<file path="config.mk">
export PLATFORM = sky130hd
export DESIGN_NAME = dcl_set_update
export DESIGN_NICKNAME = d
export VERILOG_FILES = /design/src/rtl/dcl_pkg.sv /design/src/rtl/dcl_set_update.sv
export SDC_FILE = /design/constraint.sdc
export NUM_CORES = 1
export LEC_CHECK = 0
export ABC_AREA = 1
export BUFFER_PORTS_ARGS = -buffer_cell sky130_fd_sc_hd__buf_2
export CAP_MARGIN = 25
export CORE_ASPECT_RATIO = 0.7
export CORE_MARGIN = 3
export CORE_UTILIZATION = 52
export DETAILED_ROUTE_END_ITERATION = 10
export PLACE_DENSITY_LB_ADDON = 0.3
export SKIP_LAST_GASP = 1
export SYNTH_ARGS = -nofsm -noshare
export SYNTH_HDL_FRONTEND = slang
export SYNTH_SLANG_ARGS = --single-unit
</file>
<file path="constraint.sdc">
create_clock -name vclk -period 9.4
set_input_delay 1.88 -clock vclk [all_inputs]
set_output_delay 1.88 -clock vclk [all_outputs]
set_load 0.02 [all_outputs]
</file>
<file path="src/rtl/dcl_pkg.sv">
// package: shared types, constants and codes for the dragon coherent cache
`timescale 1ns / 1ps
`default_nettype none
package dcl_pkg;

   localparam int NumSetsDefault   = 256;
   localparam int WaysDefault      = 4;
   localparam int LineBytesDefault = 64;
   localparam int AddrBitsDefault  = 32;
   localparam int AddrWidth        = 32;

   typedef enum logic [2:0] {
      OP_READ    = 3'd0,
      OP_WRITE   = 3'd1,
      OP_BUS_RD  = 3'd2,
      OP_BUS_UPD = 3'd3,
      OP_BUS_RDU = 3'd4
   } opcode_type;

   typedef enum logic [1:0] {
      ST_E  = 2'd0,
      ST_SC = 2'd1,
      ST_SM = 2'd2,
      ST_M  = 2'd3
   } coh_state_type;

   typedef enum logic [1:0] {
      BUS_NONE  = 2'd0,
      BUS_RD    = 2'd1,
      BUS_RDUPD = 2'd2,
      BUS_UPD   = 2'd3
   } bus_req_type;

   typedef enum logic [1:0] {
      FSM_CLEAR,
      FSM_IDLE,
      FSM_LOOKUP,
      FSM_RESULT
   } fsm_state_type;

   typedef struct packed {
      logic       hit;
      logic [1:0] bus_request;
      logic       writeback;
      logic       intervention;
   } result_type;

endpackage
`default_nettype wire

</file>
<file path="src/rtl/dcl_set_update.sv">
// set update: hit search, victim choice, lru and dragon transitions for one set
`timescale 1ns / 1ps
`default_nettype none
module dcl_set_update #(
   parameter int WAYS     = 4,
   parameter int TAG_BITS = 18,
   parameter int RANK_W   = 2
) (
   input  wire logic [2:0]                 opcode,
   input  wire logic [TAG_BITS-1:0]        tag,
   input  wire logic                       no_sharers,
   input  wire logic                       coh_en,
   input  wire logic [WAYS-1:0][TAG_BITS-1:0] tags_rd,
   input  wire logic [WAYS-1:0]            valid_rd,
   input  wire logic [WAYS-1:0]            dirty_rd,
   input  wire logic [WAYS-1:0][1:0]       coh_rd,
   input  wire logic [WAYS-1:0][RANK_W-1:0] rank_rd,
   output logic [WAYS-1:0]                 valid_wr,
   output logic [WAYS-1:0]                 dirty_wr,
   output logic [WAYS-1:0][1:0]            coh_wr,
   output logic [WAYS-1:0][RANK_W-1:0]     rank_wr,
   output logic [WAYS-1:0]                 tag_we,
   output dcl_pkg::result_type             result
);
   import dcl_pkg::*;

   localparam int WAY_W = (WAYS > 1) ? $clog2(WAYS) : 1;
   localparam logic [RANK_W:0] RankMax = (RANK_W + 1)'(WAYS - 1);

   logic [WAYS-1:0] match;
   logic            hit_any, is_local, is_snoop, wr;
   logic [WAY_W-1:0] way, hway, vway, lru_way;
   logic            inv_found;
   logic [RANK_W:0] best_rank, old_rank;
   logic [1:0]      cs;
   logic            sel_valid;

   always_comb begin
      match   = '0;
      hit_any = 1'b0;
      hway    = '0;
      for (int w = WAYS - 1; w >= 0; w--) begin
         match[w] = valid_rd[w] && (tags_rd[w] == tag);
         if (match[w]) begin
            hway = WAY_W'(w);
         end
      end
      hit_any = |match;
      inv_found = 1'b0;
      vway      = '0;
      for (int w = WAYS - 1; w >= 0; w--) begin
         if (!valid_rd[w]) begin
            inv_found = 1'b1;
            vway      = WAY_W'(w);
         end
      end
      lru_way   = '0;
      best_rank = '0;
      for (int w = 0; w < WAYS; w++) begin
         if ({1'b0, rank_rd[w]} >= best_rank) begin
            lru_way   = WAY_W'(w);
            best_rank = {1'b0, rank_rd[w]};
         end
      end
   end

   always_comb begin
      is_local = (opcode == OP_READ) || (opcode == OP_WRITE);
      is_snoop = (opcode == OP_BUS_RD) || (opcode == OP_BUS_UPD) || (opcode == OP_BUS_RDU);
      wr       = (opcode == OP_WRITE);
      way      = hit_any ? hway : (inv_found ? vway : lru_way);
      sel_valid = valid_rd[way];
      cs       = coh_rd[way];
      old_rank = sel_valid ? {1'b0, rank_rd[way]} : (RANK_W + 1)'(WAYS);
      valid_wr = valid_rd;
      dirty_wr = dirty_rd;
      coh_wr   = coh_rd;
      rank_wr  = rank_rd;
      tag_we   = '0;
      result   = '0;
      if (is_local) begin
         result.hit = hit_any;
         for (int j = 0; j < WAYS; j++) begin
            if (WAY_W'(j) != way && valid_rd[j] && ({1'b0, rank_rd[j]} < old_rank)
                && ({1'b0, rank_rd[j]} < RankMax)) begin
               rank_wr[j] = rank_rd[j] + 1'b1;
            end
         end
         rank_wr[way] = '0;
         if (hit_any) begin
            if (wr) dirty_wr[way] = 1'b1;
            if (coh_en && wr) begin
               if (no_sharers) begin
                  coh_wr[way] = ST_M;
                  if (cs == ST_SC || cs == ST_SM) result.bus_request = BUS_UPD;
               end else begin
                  coh_wr[way] = ST_SM;
                  result.bus_request = BUS_UPD;
               end
            end
         end else begin
            result.writeback = sel_valid && dirty_rd[way] && (cs != ST_SC);
            tag_we[way]   = 1'b1;
            valid_wr[way] = 1'b1;
            dirty_wr[way] = wr;
            if (coh_en) begin
               if (no_sharers) begin
                  coh_wr[way] = wr ? ST_M : ST_E;
               end else if (wr) begin
                  coh_wr[way] = ST_SM;
                  result.bus_request = BUS_RDUPD;
               end else begin
                  coh_wr[way] = ST_SC;
                  result.bus_request = BUS_RD;
               end
            end
         end
      end else if (is_snoop && hit_any) begin
         result.hit = 1'b1;
         if (coh_en) begin
            unique case (opcode)
               OP_BUS_RD: begin
                  if (cs == ST_E) begin
                     coh_wr[way] = ST_SC;
                     result.intervention = 1'b1;
                  end else if (cs == ST_SM) begin
                     result.writeback = 1'b1;
                  end else if (cs == ST_M) begin
                     result.writeback    = 1'b1;
                     result.intervention = 1'b1;
                     coh_wr[way] = ST_SM;
                  end
               end
               OP_BUS_UPD: begin
                  if (cs == ST_SM || cs == ST_SC) coh_wr[way] = ST_SC;
               end
               default: begin
                  result.writeback    = (cs == ST_SM) || (cs == ST_M);
                  result.intervention = (cs == ST_M) || (cs == ST_E);
                  coh_wr[way] = ST_SC;
               end
            endcase
         end
      end
   end

endmodule
`default_nettype wire

</file>
======== Yosys cells after proc, flatten, opt, wreduce, memory -nomap -nowiden ========
Index checks and enable logic that the tools add are counted.
operators by class
  $add $sub $neg .......................... 4
  magnitude comparators ................... 13
  eq/ne operators ......................... 15
  muxes and demuxes ....................... 86
  bitwise logic cells ..................... 11
  reductions and logical operators ........ 31
operators with widths
  kind                                                              number
  8-bit 2-to-1 mux                                                  14
  18-bit == test                                                    4
  2-bit 2-to-1 mux                                                  36
  4-bit 2-to-1 mux                                                  7
  1-bit logical AND                                                 21
  1-bit 2-to-1 mux                                                  17
  4-bit bitwise OR                                                  4
  8-bit case mux with 2 select lines                                1
  2-bit by 3-bit < comparator with 1-bit output                     4
  2-bit by 1-bit adder with 2-bit output (second input constant)    4
  4-bit bitwise AND                                                 2
  8-bit bitwise AND                                                 1
  2-bit binary-select mux with 2-bit select                         2
  8-bit bitwise mux                                                 1
  2-bit < comparator (second input constant)                        4
  4-bit NOT                                                         2
  8-bit NOT                                                         1
  8-bit bitwise OR                                                  1
  3-bit by 2-bit == test with 1-bit output (second input constant)  2
  2-bit by 3-bit greater-or-equal comparator with 1-bit output      2
  1-bit logical OR                                                  6
  3-bit 2-to-1 mux                                                  2
  1-bit binary-select mux with 2-bit select                         2
  4-bit bitwise mux                                                 1
  17 further kinds                                                  19
word-level totals
  register bits after elaboration ......... 0
  input port bits ......................... 119
  output and inout port bits .............. 33

======== Depth between registers and ports, before layout ========
Gate-level depths: netlist of the first run.
  word-level depth ........................ 21
  mapped depth ............................ 36
  gate-level depth less buffers ........... 35

======== Worst setup path before layout of the first run ========
OpenSTA, ideal clock, no wires.
  kind .................................... input to output
  start point ............................. in rank_rd[2] in the netlist's numbering
  end point ............................... out coh_wr[5] in the netlist's numbering
  arrival ................................. 6.042 ns
  setup slack ............................. 1.478 ns
  stages .................................. 29
  path buffers ............................ 1
  cell sequence ........................... inv_1 > ha_1 > inv_1 > a21oi_1 > nor2_1 > o21ai_0 > ha_1 > nor2_1 > o21bai_1 > nor2_1 > a21oi_1 > ha_1 > o21ai_0 > nand3_1 > o221ai_1 > nand2_4 > nand2_4 > nor2_4 > inv_2 > buf_2 > nor2_1 > nor3_1 > inv_1 > ha_1 > nor3_1 > o21ai_0 > o32ai_1 > nand2_1 > o311ai_0
RTL lines
  item             line                  text
  start, declared  dcl_set_update.sv:17  input wire logic [WAYS-1:0][RANK_W-1:0] rank_rd,
  end, declared    dcl_set_update.sv:20  output logic [WAYS-1:0][1:0] coh_wr,

==> flow_metrics.tcl, run 1 <==
set metrics [dict create \
    vias_per_cell 5.483 \
    power-per-cell-area_nw_per_um2 49.46 \
    synth_top_area_share 0.2752 \
    cp.arrival_ns 6.75 \
    nets 1066 \
    rows 25 \
    post-route-period-util 0.9179 \
    tns_ns 0 \
    worstSetupPathType "in2out" \
    synth_seq_area_share 0 \
    whs_endpoint "rank_wr[5]" \
    p_leak_nw 2.853 \
    port_buffers 152 \
    avgRoutedWirePerCell_um 14.58 \
    critPathSlowestCell "nor3_1" \
    rsz0062_at_grt "no" \
    syn_area_um2 3724 \
    area_growth_pct 22.68 \
    fin_crit_ns 8.629 \
    drtIter0Drc 545 \
    dr.pass1.iters 5 \
    setup_viol 0 \
    synthCells 781 \
    dieWidth_um 107.1 \
    n_fill_cell 746 \
    flops_and_latches 0 \
    finalHoldViolations 0 \
    path_max_fanout 12 \
    routed_wl_um 14850 \
    ys_warn_count 0 \
    cts_hold_buf 0 \
    drive_above_1_share 0.2357 \
    clkbuf_count 0 \
    yosysTopAreaCell "nand2_1" \
    syn-num-nets 920 \
    gr-usage-all-layers 0.3402 \
    cts_setup_buffers 0 \
    die_h_um 76.80 \
    status "completed" \
    routabilityCongestion 1.037 \
    grt_pass1_wl_um 23100 \
    cts.repair.resized 0 \
    holdPathStages 4 \
    max_freq_mhz 115.9 \
    ioPinCount 152 \
    synth_area_per_cell_um2 4.768 \
    antenna_left 0 \
    crit_top_cell "ha_1" \
    worstHoldPathType "in2out" \
    grt_pass1_vias 4614 \
    min_from "rank_rd[5]" \
    initial_core_util 0.5436 \
    synth_cell_types 42 \
    final-seq-area_um2 0 \
    start_kind "input pin" \
    drv_cap 0 \
    final_common_cell "nand2_1" \
    slew_viol_final 0 \
    tightest_slew_ns 0.6324 \
    cp-end-kind "output pin" \
    die_area_um2 8228 \
    ir_drop_uv 27.75 \
    p_total_mw 0.2259 \
    vias 5587 \
    cp.required_ns 7.52 \
    dp_hpwl_um 12640 \
    slew_headroom 0.5768 \
    critical-path-max-stage-delay_ns 0.36 \
    layout_common_cells "273 x nand2_1, 152 x buf_2, 129 x inv_1, 89 x nor2_1, 48 x o21ai_0" \
    diodes 0 \
    drc 0 \
    grt_max_degree 32 \
    core_area_um2 6850 \
    antenna_found_initial 0 \
    grt_overflow 0 \
    synth_area_leaders "nand2_1 28%, inv_1 13%, nor2_1 9.0%" \
]
[worst max-delay path: cells and delay by family]
kind                     cells  cell delay [ns]
adder cells (fa/ha/maj)      4             1.00
AO/OA/AOI/OAI               10             1.43
AND/OR/NAND/NOR             10             1.69
buffers and inverters        6             0.74
[kinds of logic (layout without fill, tap and decap cells)]
kind of cell    Yosys count  count (layout)  share of synthesized area
simple gates            489             489                     0.5911
buf+inv                 167             311                     0.1704
compound gates           97              97                     0.1526
fa+ha+maj                20              20                    0.06720
xor+xnor                  8               8                    0.01882
[cell usage after synthesis, types with 2 or more instances]
cell and instances:
nor2_2 7, o22ai_1 7, xor2_1 2, a21oi_1 16, inv_2 28, o21ai_0 48
clkbuf_1 3, or2_1 5, nand2_2 7, nand3_2 11, nor3_1 12, nand2_4 4
nor2_1 89, buf_2 6, nor3b_1 4, o311ai_1 2, o32ai_1 2, xnor2_1 6
o311ai_0 2, o21bai_1 2, nand4_1 28, nor3_2 2, nand3_1 36, inv_1 129
o21ai_1 6, o221ai_1 3, o2111ai_1 2, nor2_4 4, ha_1 20, nor4_1 4
nand2_1 273
[per-stage QoR]
step	instance area (um2)	instances	hold slack (ns)	setup slack, ns	utilization
final	4568	1019	4.147	0.7714	0.6668
after global routing	4568	1019	4.164	0.1207	0.6668
after CTS	4568	1019	4.144	0.8266	0.6668
after detailed placement	4568	1019	4.142	0.8596	0.6668
after global placement	4568	1019	4.139	0.9781	0.6668
after floorplan	3724	781	3.935	1.478	-
[metal layers]
layer  global-route usage  vias to the layer above  part of all wire
li1                     -                     2769                 -
met1               0.5667                     2471              0.47
met2               0.4607                      331              0.37
met3              0.04458                       16              0.15
met4              0.03065                        0            0.0095
met5                    0                        -                 0
[report_power, final]
group	switching [mW]	internal, mW
clock network	0	0
registers	0	0
logic	0.149	0.0766
total	0.149	0.0766
[area by class of cell]
cell class	instances	area, um2	area share
inverters	158	593.1	0.1298
multi-input cells	614	3089	0.6763
well taps	94	117.6	0.02575
repair buffers	153	768.2	0.1682
[how the worst max path moves through the flow]
stage                 to       start  slack, ns  depth (start not counted)
2_1_floorplan  coh_wr[5]  rank_rd[2]       1.48                         29
3_3_place_gp   coh_wr[5]  rank_rd[2]       0.98                         30
3_5_place_dp   coh_wr[5]  rank_rd[2]       0.86                         30
4_1_cts        coh_wr[5]  rank_rd[2]       0.83                         30
5_1_grt        coh_wr[5]  rank_rd[2]       0.12                         30
6_report       coh_wr[5]  rank_rd[2]       0.77                         30
No activity file was read; power rests on OpenSTA's default activity.
==> run 2, diff against run 1 <==
--- a/config.mk
+++ b/config.mk
@@ -10,7 +10,7 @@
 export CAP_MARGIN = 25
 export CORE_ASPECT_RATIO = 0.7
 export CORE_MARGIN = 3
-export CORE_UTILIZATION = 52
+export CORE_UTILIZATION = 55
 export DETAILED_ROUTE_END_ITERATION = 10
 export PLACE_DENSITY_LB_ADDON = 0.3
 export SKIP_LAST_GASP = 1
==> constraint.sdc (replaced) <==
create_clock -name vclk -period 10.2
set_input_delay 2.04 -clock vclk [all_inputs]
set_output_delay 2.04 -clock vclk [all_outputs]
set_load 0.02 [all_outputs]
==> run 2 against run 1 <==
Against the previous run:
- routed wire length grew 2.5%
- design area is essentially flat
- global-route usage grew 2.3 points
- total power shrank 6.2%
- non-clock buffer count is the same
- combinational power shrank 6%
- critical path type unchanged
- die area shrank 5.1%
==> flow_metrics.tcl, run 2 (synthesized netlist as in run 1, its figures left out) <==
set metrics [dict create \
    grt_max_degree 32 \
    p_leak_nw 2.853 \
    cts.repair.resized 0 \
    setup_viol 0 \
    drive_above_1_share 0.2357 \
    core_area_um2 6396 \
    rsz0062_at_grt "no" \
    vias_per_cell 5.632 \
    port_buffers 152 \
    cts_hold_buf 0 \
    area_growth_pct 22.58 \
    final_common_cell "nand2_1" \
    finalHoldViolations 0 \
    dieWidth_um 104.3 \
    tns_ns 0 \
    layout_common_cells "273 x nand2_1, 152 x buf_2, 129 x inv_1, 89 x nor2_1, 48 x o21ai_0" \
    diodes 0 \
    ir_drop_uv 26.19 \
    slew_headroom 0.6270 \
    cp-end-kind "output pin" \
    drv_cap 0 \
    cts_setup_buffers 0 \
    clkbuf_count 0 \
    cp.arrival_ns 7.18 \
    dp_hpwl_um 12940 \
    drtIter0Drc 679 \
    flops_and_latches 0 \
    routed_wl_um 15220 \
    rows 24 \
    initial_core_util 0.5822 \
    slew_viol_final 0 \
    antenna_found_initial 0 \
    status "completed" \
    tightest_slew_ns 0.5574 \
    grt_pass1_vias 4945 \
    fin_crit_ns 9.222 \
    dr.pass1.iters 5 \
    post-route-period-util 0.9041 \
    critical-path-max-stage-delay_ns 0.40 \
    antenna_left 0 \
    power-per-cell-area_nw_per_um2 46.45 \
    worstHoldPathType "in2out" \
    path_max_fanout 15 \
    drc 0 \
    start_kind "input pin" \
    nets 1066 \
    p_total_mw 0.2120 \
    grt_overflow 0 \
    cp.required_ns 8.16 \
    avgRoutedWirePerCell_um 14.98 \
    final-seq-area_um2 0 \
    grt_pass1_wl_um 23200 \
    routabilityCongestion 1.041 \
    die_area_um2 7809 \
    critPathSlowestCell "nor3_1" \
    die_h_um 74.84 \
    ioPinCount 152 \
    vias 5722 \
    worstSetupPathType "in2out" \
    gr-usage-all-layers 0.3637 \
    max_freq_mhz 108.4 \
]
==> run 2: cell type report <==
cell class         instances  area [um2]
repair buffers           153       768.2
well taps                 91       113.9
multi-input cells        614        3089
fillers                  609        1832
inverters                158       593.1
==> run 2: critical path, delay by kind of cell <==
| kind | cells | cell delay, ns |
|---|---|---|
| buf+inv | 6 | 0.88 |
| fa+ha+maj | 4 | 1.05 |
| simple gates | 11 | 1.66 |
| compound gates | 9 | 1.54 |
==> run 2: stage by stage <==
stage / util / hold slack [ns] / worst slack [ns] / cell area (um2) / instances
after floorplan: - / 4.255 / 1.958 / 3724 / 781
after global placement: 0.7136 / 4.464 / 1.459 / 4564 / 1016
after detailed placement: 0.7136 / 4.460 / 1.182 / 4564 / 1016
after CTS: 0.7136 / 4.461 / 1.178 / 4564 / 1016
after global routing: 0.7136 / 4.492 / 0.4723 / 4564 / 1016
final: 0.7136 / 4.457 / 0.9779 / 4564 / 1016
==> run 2: routing by layer <==
metal / up-vias / part of all wire / track usage
met5: - / 0 / 0
met4: 0 / 0.011 / 0.06195
met3: 25 / 0.17 / 0.09512
met2: 413 / 0.40 / 0.5536
met1: 2522 / 0.42 / 0.5237
li1: 2762 / - / -
==> run 2: power by group <==
part	switching [mW]	total, mW	leakage [nW]	internal (mW)
combinational	0.141	0.212	2.85	0.0708
sequential	0	0	0	0
clock	0	0	0	0
total	0.141	0.212	2.85	0.0708
==> run 2: worst paths after layout <==
kind | from | to | slack, ns | cells past startpoint
max | rank_rd[2] | coh_wr[5] | 0.98 | 30
min | dirty_rd[1] | dirty_wr[1] | 4.46 | 4
